--- config.mk ---
export PLATFORM = sky130hd
export DESIGN_NAME = bmorph_eval
export DESIGN_NICKNAME = d
export VERILOG_FILES = /design/src/rtl/bmorph_pkg.sv /design/src/rtl/bmorph_eval.sv
export SDC_FILE = /design/constraint.sdc
export NUM_CORES = 1
export LEC_CHECK = 0
export BUFFER_PORTS_ARGS = -buffer_cell sky130_fd_sc_hd__buf_2
export CAP_MARGIN = 40
export CORE_UTILIZATION = 40
export DETAILED_ROUTE_END_ITERATION = 10
export GPL_TIMING_DRIVEN = 0
export MAX_ROUTING_LAYER = met4
export PLACE_DENSITY = 0.69
export SYNTH_ARGS = -nofsm -noshare
export SYNTH_HDL_FRONTEND = slang
export SYNTH_SLANG_ARGS = --single-unit
--- constraint.sdc ---
create_clock -name vclk -period 26.3
set_clock_uncertainty 0.2 [all_clocks]
set_input_delay 2.63 -clock vclk [all_inputs]
set_output_delay 2.63 -clock vclk [all_outputs]
set_load 0.05 [all_outputs]
--- src/rtl/bmorph_pkg.sv ---
package bmorph_pkg;

    // Frame size limits and the widths that follow from them.
    localparam int MAX_WIDTH   = 1024;
    localparam int MAX_HEIGHT  = 4096;
    localparam int PIX_W       = 8;
    localparam int COL_W       = $clog2(MAX_WIDTH);
    localparam int ROW_W       = $clog2(MAX_HEIGHT);
    localparam int WIDTH_CW    = COL_W + 1;
    localparam int HEIGHT_CW   = ROW_W + 1;
    localparam int CFG_DATA_W  = HEIGHT_CW;
    localparam int CFG_INDEX_W = 2;
    localparam int MODE_W      = 2;
    localparam int STORE_W     = 2 * PIX_W;
    localparam int WIN_SIDE    = 3;
    localparam int WIN_SIZE    = WIN_SIDE * WIN_SIDE;
    localparam int WIN_IDX_W   = $clog2(WIN_SIZE);
    localparam int NUM_CAND    = 4;

    localparam logic [PIX_W-1:0] WHITE = '1;
    localparam logic [PIX_W-1:0] BLACK = '0;

    // Operation codes held in the mode register.
    localparam logic [MODE_W-1:0] MODE_ERODE    = 2'd0;
    localparam logic [MODE_W-1:0] MODE_DILATE   = 2'd1;
    localparam logic [MODE_W-1:0] MODE_INTERIOR = 2'd2;

    // Configuration register indexes.
    localparam logic [CFG_INDEX_W-1:0] CFG_MODE   = 2'd0;
    localparam logic [CFG_INDEX_W-1:0] CFG_WIDTH  = 2'd1;
    localparam logic [CFG_INDEX_W-1:0] CFG_HEIGHT = 2'd2;

    typedef logic [PIX_W-1:0] pix_t;
    typedef logic [WIN_SIZE-1:0][PIX_W-1:0] window_t;

    // Which window position is the centre, and which window rows and
    // columns lie inside the frame.
    typedef struct packed {
        logic                row_hi;
        logic                col_hi;
        logic [WIN_SIDE-1:0] row_ok;
        logic [WIN_SIDE-1:0] col_ok;
    } eval_sel_t;

endpackage

--- src/rtl/bmorph_eval.sv ---
module bmorph_eval (
    input  bmorph_pkg::window_t            win,
    input  bmorph_pkg::eval_sel_t          sel,
    input  logic [bmorph_pkg::MODE_W-1:0]  mode,
    output bmorph_pkg::pix_t               pixel
);

    logic [bmorph_pkg::WIN_IDX_W-1:0] ctr_idx;
    bmorph_pkg::pix_t                 centre;
    bmorph_pkg::pix_t                 hi;
    bmorph_pkg::pix_t                 lo;
    logic                             all_zero;

    // The center sits at window row 1 or 2 and column 1 or 2.
    assign ctr_idx = 4'd4 + (sel.col_hi ? 4'd3 : 4'd0) + {3'd0, sel.row_hi};
    assign centre  = win[ctr_idx];

    // Maximum, minimum and all-black test over the in-frame neighbors.
    // Row and column 0 fall outside the neighborhood when the center is at 2.
    always_comb
    begin
        hi       = bmorph_pkg::BLACK;
        lo       = bmorph_pkg::WHITE;
        all_zero = 1'b1;
        for (int c = 0; c < bmorph_pkg::WIN_SIDE; c++)
        begin
            for (int r = 0; r < bmorph_pkg::WIN_SIDE; r++)
            begin
                if (sel.row_ok[r] && !(sel.row_hi && r == 0) &&
                    sel.col_ok[c] && !(sel.col_hi && c == 0))
                begin
                    if (win[c * bmorph_pkg::WIN_SIDE + r] > hi)
                    begin
                        hi = win[c * bmorph_pkg::WIN_SIDE + r];
                    end
                    if (win[c * bmorph_pkg::WIN_SIDE + r] < lo)
                    begin
                        lo = win[c * bmorph_pkg::WIN_SIDE + r];
                    end
                    if (win[c * bmorph_pkg::WIN_SIDE + r] != bmorph_pkg::BLACK)
                    begin
                        all_zero = 1'b0;
                    end
                end
            end
        end
    end

    // Operation select; the unused code passes the center through.
    always_comb
    begin
        case (mode)
            bmorph_pkg::MODE_ERODE:
                pixel = (centre == bmorph_pkg::BLACK) ? hi : bmorph_pkg::WHITE;
            bmorph_pkg::MODE_DILATE:
                pixel = (centre != bmorph_pkg::BLACK) ? lo : bmorph_pkg::BLACK;
            bmorph_pkg::MODE_INTERIOR:
                pixel = (centre == bmorph_pkg::BLACK && all_zero) ?
                        bmorph_pkg::WHITE : centre;
            default:
                pixel = centre;
        endcase
    end

endmodule

Yosys cells after proc, flatten, opt, wreduce, memory -nomap -nowiden
Index checks and enable logic that the tools add are counted.

Output and inout bits: 8. Word-level logic and storage cells: 112. Flip-flop bits (word level): 0.

Magnitude comparators: 19. Eq/ne operators: 2. $add $sub $neg: 2. Mux-type cells: 61. Reductions and logical operators: 28.

Operators by type and width (number): 8-bit two-way mux (40); 8-bit nonzero test (10); 8-bit greater-than comparator (8); 8-bit < comparator (8); 8-bit binary-select mux with 4-bit select (1); 8-bit one-hot mux with 3 select lines (1); 1-bit two-way mux (18); 1-bit logical AND (14); 8-bit by 1-bit greater-than comparator with 1-bit output, second input constant (1); 8-bit zero test (1); 8-bit < comparator, second input constant (1); 4-bit by 5-bit < comparator with 1-bit output, second input constant (1); 3-bit by 2-bit adder with 4-bit output, first input constant (1); 4-bit by 1-bit adder with 4-bit output (1); 2-bit by 1-bit == test with 1-bit output, second input constant (1); 2-bit == test, second input constant (1); 1-bit zero test (2); 2-bit zero test (1); 2-bit two-way mux (1).

Longest topological paths before layout
Gate-level depths: netlist (run 1).

Word-level depth: 31. Mapped depth: 95.

Least setup slack after synthesis (run 1)
OpenSTA, ideal clock, no wires.

Path kind: in2out. Start point: input port sel[7] in the netlist's numbering. End point: output port pixel[1]. Stages: 83. Path slack: 4732 ps. Arrival time: 18738 ps. Path buffers: 8. Data required time: 23470 ps. Cells stage by stage: nor4bb_1 > buf_2 > and2_1 > inv_1 > ha_1 > nor2b_1 > o211ai_1 > and3_1 > nor2_4 > clkbuf_1 > nand2_1 > o21ai_0 > inv_1 > ha_1 > a21o_1 > a21o_1 > a21oi_1 > a21oi_1 > [47 not listed] > mux2i_1 > ha_1 > a21o_1 > a21o_1 > a2111oi_0 > a22oi_1 > o21a_1 > mux2i_1 > buf_2 > mux2_2 > ha_1 > nand4_1 > nor2_1 > a211oi_1 > nor3_1 > and3b_1 > buf_1 > a221oi_1.

Longest elaborated chain between the ends: 31. Elaborated cells on any way between the ends: 83. Those cells by class: 1 x add/sub; 16 x order compare; 57 x mux; 9 x reduce/logical.

Ends and longest elaborated chain: from (decl) (RTL line bmorph_eval.sv:3) `input bmorph_pkg::eval_sel_t sel,`; 1-bit zero test (RTL line bmorph_eval.sv:29) `if (sel.row_ok[r] && !(sel.row_hi && r == 0) &&`; 1-bit logical AND (2 in a row) (RTL line bmorph_eval.sv:29); 1-bit logical AND (RTL line bmorph_eval.sv:30) `sel.col_ok[c] && !(sel.col_hi && c == 0))`; 8-bit two-way mux (RTL line bmorph_eval.sv:29); 8-bit < comparator / 8-bit greater-than comparator (equally long branches) (RTL line bmorph_eval.sv:36, bmorph_eval.sv:32); 8-bit two-way mux, on equally long branches (RTL line bmorph_eval.sv:36, bmorph_eval.sv:32); 8-bit two-way mux (RTL line bmorph_eval.sv:29); 8-bit < comparator / 8-bit greater-than comparator (equally long branches) (RTL line bmorph_eval.sv:36, bmorph_eval.sv:32); [14 not listed]; 8-bit < comparator / 8-bit greater-than comparator (equally long branches) (RTL line bmorph_eval.sv:36, bmorph_eval.sv:32); 8-bit two-way mux, on equally long branches (RTL line bmorph_eval.sv:36, bmorph_eval.sv:32); 8-bit two-way mux (RTL line bmorph_eval.sv:29); 8-bit < comparator / 8-bit greater-than comparator (equally long branches) (RTL line bmorph_eval.sv:36, bmorph_eval.sv:32); 8-bit two-way mux, on equally long branches (RTL line bmorph_eval.sv:36, bmorph_eval.sv:32); 8-bit two-way mux (RTL line bmorph_eval.sv:29); 8-bit two-way mux, on equally long branches (RTL line bmorph_eval.sv:56, bmorph_eval.sv:54); 8-bit one-hot mux with 3 select lines (*) (RTL line bmorph_eval.sv:52) `case (mode)`; to (decl) (RTL line bmorph_eval.sv:5) `output bmorph_pkg::pix_t pixel`.

Mark *: on every way between the ends. The rest lies on a longest branch, timed or not. The select of a mux whose other input is x is not followed.

Worst setup path in the final report (run 1)
Start point: input port sel[7] in the netlist's numbering. End point: output port pixel[3].

Same word-level chain as after synthesis.

==> results of run 1 <==
-- worst max path at each step --
stage                start  endpoint  slack [ns]  cells after the start
floorplan           sel[7]  pixel[1]        4.73                     83
global placement    sel[7]  pixel[3]        2.41                     89
detailed placement  sel[7]  pixel[3]        2.24                     90
CTS                 sel[7]  pixel[3]        2.19                     90
global route        sel[7]  pixel[3]        0.18                     90
finish              sel[7]  pixel[3]        1.71                     91
-- layer usage --
layer	vias to the layer above	share of wire [%]
li1	3378	-
met4	0	1.7
met2	239	45
met5	-	0
met1	3116	46
met3	20	7.0
-- Yosys cell counts, drive strengths merged (21+ instances only) --
cell type / n / area share [%]
nor4: 21 / 2.2
inv: 99 / 6.2
ha: 111 / 23
a21oi: 75 / 6.2
nor2: 66 / 4.2
mux2: 46 / 8.7
a21o: 32 / 4.0
mux2i: 34 / 5.7
nand2: 67 / 4.2
clkbuf: 24 / 1.5
nand3: 21 / 1.7
o21ai: 40 / 3.4
-- report_power, final --
part	switching, mW	leakage [nW]	total [mW]	internal [mW]
Combinational	0.110	3.37	0.183	0.0735
Sequential	0	0	0	0
Clock	0	0	0	0
-- through the flow --
step / cell area [µm²] / std cells / power (mW) / util, %
floorplan: 6020 / 859 / 0.129 / -
global placement: 6690 / 1131 / 0.177 / 45.9
detailed placement: 6690 / 1131 / 0.180 / 45.9
CTS: 6690 / 1131 / 0.181 / 45.9
global route: 6690 / 1131 / 0.203 / 45.9
finish: 6690 / 1131 / 0.183 / 45.9
-- worst max-delay path: cells and delay by family --
kind / cells / cell delay [ns]
buffers and inverters: 17 / 2.99
muxes: 4 / 1.56
adders and majority gates: 8 / 2.39
and+or+nand+nor: 30 / 4.58
AOI/OAI and AO/OA: 32 / 7.56
-- cell families (layout without fill, tap and decap cells) --
group / Yosys count / in the layout / share of synthesized area (%)
buffers and inverters: 129 / 217 / 8.23
xor gates and xnor gates: 7 / 7 / 1.02
AOI/OAI and AO/OA: 263 / 263 / 30.6
muxes: 80 / 80 / 14.4
adders and majority gates: 114 / 114 / 23.6
and+or+nand+nor: 266 / 266 / 22.2
-- layout make-up --
type,instances,area (µm²),share of cell area [%]
timing repair buffer,88,440,6.58
buffer,30,124,1.85
inverter,99,372,5.55
tap,184,230,3.44
multi-input combinational,730,5530,82.6
==> flow_summary.toml, run 1 <==
[status]
outcome = "finished, final reports clean"

[sta]
post-route-period-util_pct = 93.5
holdWs_ns = 5.61
setup_violations = 0
min_period_ns = 24.59
clock.fmax_mhz = 40.7
setup_tns_ns = 0
grt_setup_unrepaired = "no"
hold_viol = 0
worstMarginPinSlew_ns = 0.828
worst_slack_ns = 1.71
slew_headroom_pct = 43.3
final_max_slew_viol_count = 0

[route]
drcViolationCount = 0
vias_per_cell = 5.97
dr_total_vias = 6753
drt_iter0_drc = 565
detail_route.wl_per_cell_um = 17.4
routed_wl_um = 19600
firstDrtPassIters = 5
ant_nets = 0

[grt]
grt_pass1_vias = 6295
grt_pass1_wl_um = 31700
use_met1_pct = 34.7
overflow = 0
grt_usage_pct = 25.1
use_met2_pct = 40.9
antenna_found_initial = 0
use_met3_pct = 1.33
busiest_layer = "met2"
grt_max_degree = 11

[critical_path]
path_max_fanout = 10
cp.required_ns = 23.47
crit_path_end_kind = "primary output"
crit_slowest_cell = "a2111oi_0"
crit_type = "input pin to primary output"
cpPeakStageDelay_ns = 0.69
start_kind = "input pin"
cp_data_arrival_time_ns = 21.76

[placement]
dp_hpwl_um = 16800
dp_worst_setup_slack_ns = 2.24
port_buffers = 88
routabilityCongestion = 0.948

[clock_tree]
cts_resized = 0
ctsHoldBuffers = 0
post_cts_buffers = 0

[synth]
yosys_warnings = 0
syn_area_per_cell_um2 = 7.01
netlist_area_um2 = 6020
synthDistinctLibCells = 79
synthCells = 859
yosysSeqAreaShare_pct = 0
synth_nets = 1052

[floorplan]
dieArea_um2 = 15500
die_w_um = 125
core.rowCount = 44
core_um2 = 14600
die_y_um = 125
ioPinCount = 90
start_util_pct = 41.3

[power_and_ir_drop]
power_density_nw_per_um2 = 27.4
vdd_drop_max_v = 0.0000231
power.leakage_nw = 3.37

[worst_hold_path]
hp-class = "input pin to primary output"
hold_depth = 4
hp-start = "win[56]"
hold_end = "pixel[0]"

[layout]
n_clock_buffer = 0
antenna_cells = 0
seq_cells = 0
nets = 1142
final_layout_size_suffix_gt1_share_pct = 16.4
final_cell_mix = "ha_1, inv_1, buf_2"
fillers = 1498
final-seq-area_um2 = 0
synthToLayoutAreaGrowth_pct = 11.1
final_common_cell = "ha_1"

[flow_run]
cap_violations = 0
Power figures use the tool's default switching activity.
==> run 2: changes to the inputs <==
CORE_ASPECT_RATIO = 1.25   (was unset)
TNS_END_PERCENT = 50   (was unset)
==> flow_summary.toml, run 2 (synthesis gave the netlist of run 1 again) <==
[sta]
setup_tns_ns = 0
clock.fmax_mhz = 41.7
hold_viol = 0
min_period_ns = 23.99
setup_violations = 0
final_max_slew_viol_count = 0
grt_setup_unrepaired = "no"
post-route-period-util_pct = 91.2
worstMarginPinSlew_ns = 0.856
slew_headroom_pct = 42.6

[layout]
final_cell_mix = "ha_1, inv_1, buf_2"
n_clock_buffer = 0
final_common_cell = "ha_1"
fillers = 1566
antenna_cells = 0
final_layout_size_suffix_gt1_share_pct = 16.4
seq_cells = 0
nets = 1143
final-seq-area_um2 = 0
synthToLayoutAreaGrowth_pct = 11.1

[placement]
port_buffers = 88
routabilityCongestion = 0.964
dp_hpwl_um = 16800

[grt]
overflow = 0
grt_pass1_wl_um = 31900
grt_usage_pct = 25.6
grt_pass1_vias = 6541
antenna_found_initial = 0
grt_max_degree = 11

[clock_tree]
ctsHoldBuffers = 0
post_cts_buffers = 0
cts_resized = 0

[status]
outcome = "finished, violations left"
violations = "DRC"

[floorplan]
core_um2 = 14500
dieArea_um2 = 15500
ioPinCount = 90
start_util_pct = 41.4
die_w_um = 112
die_y_um = 139
core.rowCount = 49

[power_and_ir_drop]
power.leakage_nw = 3.37
power_density_nw_per_um2 = 27.2
vdd_drop_max_v = 0.0000235
power.total_uw = 182

[worst_hold_path]
hp-class = "input pin to primary output"

[critical_path]
cp_data_arrival_time_ns = 21.16
cp.required_ns = 23.47
crit_slowest_cell = "a2111oi_0"
crit_type = "input pin to primary output"
cpPeakStageDelay_ns = 0.65
crit_path_end_kind = "primary output"
start_kind = "input pin"
path_max_fanout = 10

[route]
detail_route.wl_per_cell_um = 17.4
firstDrtPassIters = 8
vias_per_cell = 5.99
dr_total_vias = 6747
drt_iter0_drc = 381
routed_wl_um = 19600
drcViolationCount = 3
ant_nets = 0

[flow_run]
cap_violations = 0
==> run 2: worst paths after layout <==
kind	cells past startpoint	to	start
setup / recovery	91	pixel[7]	sel[7]
hold / removal	4	pixel[1]	mode[1]
==> run 2: metal layers <==
metal,vias to the layer above,global-route usage [%],wire length (µm)
li1,3381,-,-
met1,3111,30.5,8510
met2,212,45.2,9500
met3,43,1.40,807
met4,0,8.96,742
met5,-,-,0
==> run 2: area by class of cell <==
cell class                 count  area [µm²]  share of cell area (%)
buffer                        30         124                    1.85
tap                          178         223                    3.33
multi-input combinational    730        5530                    82.6
timing repair buffer          89         444                    6.64
inverter                      99         372                    5.56
==> run 2: metrics by stage <==
step,instance area [µm²],util [%],hold WS (ns),setup WS (ns),std cells
CTS,6690,46.0,5.57,2.56,1126
floorplan,6020,-,5.44,4.73,859
global placement,6680,46.0,5.56,2.72,1125
detailed placement,6690,46.0,5.57,2.61,1126
global route,6690,46.0,5.61,0.699,1126
finish,6690,46.0,5.57,2.31,1126
==> run 2: critical path, delay by kind of cell <==
kind | cells | cell delay, ns
AND/OR/NAND/NOR | 31 | 4.58
adder cells (fa/ha/maj) | 8 | 2.43
multiplexers | 4 | 1.62
buffers and inverters | 17 | 2.98
AO/OA/AOI/OAI | 31 | 6.88
==> run 2: power breakdown <==
group | leakage [nW] | total (mW) | switching, mW | internal [mW]
clock | 0 | 0 | 0 | 0
sequential | 0 | 0 | 0 | 0
combinational | 3.37 | 0.182 | 0.108 | 0.0735
total | 3.37 | 0.182 | 0.108 | 0.0735
==> run 3: changes to the inputs <==
==> constraint.sdc (replaced) <==
create_clock -name vclk -period 26.3
set_clock_uncertainty 0.2 [all_clocks]
set_input_delay 5.26 -clock vclk [all_inputs]
set_output_delay 5.26 -clock vclk [all_outputs]
set_load 0.05 [all_outputs]
==> flow_summary.toml, run 3 (synthesis gave the netlist of run 1 again) <==
[critical_path]
crit_type = "input pin to primary output"
cp_data_arrival_time_ns = 20.50
path_common_cell = "nand4_1"
crit_path_end_kind = "primary output"
path_max_fanout = 8
cp.depth = 87
start_kind = "input pin"
cp_top_family = "simple AND/OR/NAND/NOR gates"
cp.required_ns = 20.84
crit_slowest_cell = "o41a_1"
cpPeakStageDelay_ns = 0.44
cp_num_buf_inv = 18

[floorplan]
die_w_um = 112
ioPinCount = 90
start_util_pct = 41.4
core_um2 = 14500
core.rowCount = 49
die_y_um = 139
dieArea_um2 = 15500

[route]
drcViolationCount = 5
routed_wl_um = 23600
dr_total_vias = 7553
drt_iter0_drc = 577
ant_nets = 0
vias_per_cell = 6.32
detail_route.wl_per_cell_um = 19.8
firstDrtPassIters = 8

[sta]
post-route-period-util_pct = 98.7
clock.fmax_mhz = 38.5
min_period_ns = 25.96
setup_violations = 0
final_max_slew_viol_count = 0
worstMarginPinSlew_ns = 0.741
hold_viol = 0
slew_headroom_pct = 50.6

[layout]
final_layout_size_suffix_gt1_share_pct = 36.3
final_cell_mix = "inv_1, ha_1, buf_2"
fillers = 1258
final_common_cell = "inv_1"
nets = 1212
n_clock_buffer = 0
multi_input_area_um2 = 6540
final-seq-area_um2 = 0
synthToLayoutAreaGrowth_pct = 40.3
fin_area_um2 = 8450
seq_cells = 0
antenna_cells = 0

[power_and_ir_drop]
power.total_uw = 259
vdd_drop_max_v = 0.0000292
power.leakage_nw = 3.98
power_density_nw_per_um2 = 30.7

[placement]
port_buffers = 88
postPlaceCellArea_um2 = 6710
dp_hpwl_um = 17000
routabilityCongestion = 0.969

[grt]
grt_pass1_vias = 6879
antenna_found_initial = 0
overflow = 0
grt_max_degree = 11
grt_usage_pct = 27.2
grt_pass1_wl_um = 33800

[status]
violations = "DRC"
outcome = "finished, violations left"

[worst_hold_path]
hp-class = "input pin to primary output"
hold_depth = 3
hold_end = "pixel[4]"
hp-start = "win[60]"

[flow_run]
cap_violations = 0
[run 3: report_power, final]
group	internal (mW)	switching [mW]
registers	0	0
logic	0.117	0.142
clock network	0	0
[run 3: metrics by stage]
stage                     hold WS (ns)  worst slack [ns]  std cells  util, %  setup TNS (ns)
after CTS                        10.84           0.00966       1147     50.3               0
after detailed placement         10.84             -2.92       1125     46.1          -22.85
after floorplan                  10.60            -0.110        859        -          -0.141
after global routing             10.85            -0.331       1195     58.1           -2.34
final                            10.84             0.337       1195     58.1               0
after global placement           10.83             -2.63       1125     46.1          -20.36
[run 3: cell type report]
cell class / instances / share of cell area [%]
buffer: 26 / 2.15
multi-input combinational: 730 / 77.4
timing repair buffer: 162 / 13.4
tap: 178 / 2.64
inverter: 99 / 4.40
[run 3: routing by layer]
layer	track usage, %	part of all wire (%)	routed length [µm]	vias to the layer above
met1	31.7	39	9190	3512
li1	-	-	-	3514
met2	48.8	49	11600	403
met4	10.3	6.1	1430	0
met3	1.09	6.2	1470	124
met5	-	0	0	-
[run 3: timing repair]
| action | CTS | global route |
|---|---|---|
| setup endpoints to repair | 8 | 8 |
| cloned | 0 | 4 |
| pin swaps | 19 | 68 |
| gates resized for setup | 94 | 152 |
| hold buffers | 0 | 0 |
| setup buffers | 24 | 46 |
[run 3: tightest hold or removal path, stage by stage]
cell     delay, ns
buf_2         0.16
o211a_1       0.20
buf_6         0.16
[run 3: how the worst max path moves through the flow]
stage	start	endpoint	slack, ns
finish	sel[6]	pixel[3]	0.34
global route	sel[6]	pixel[3]	-0.33
CTS	sel[6]	pixel[3]	0.01
detailed placement	sel[7]	pixel[7]	-2.92
global placement	sel[7]	pixel[3]	-2.63
floorplan	sel[7]	pixel[1]	-0.11
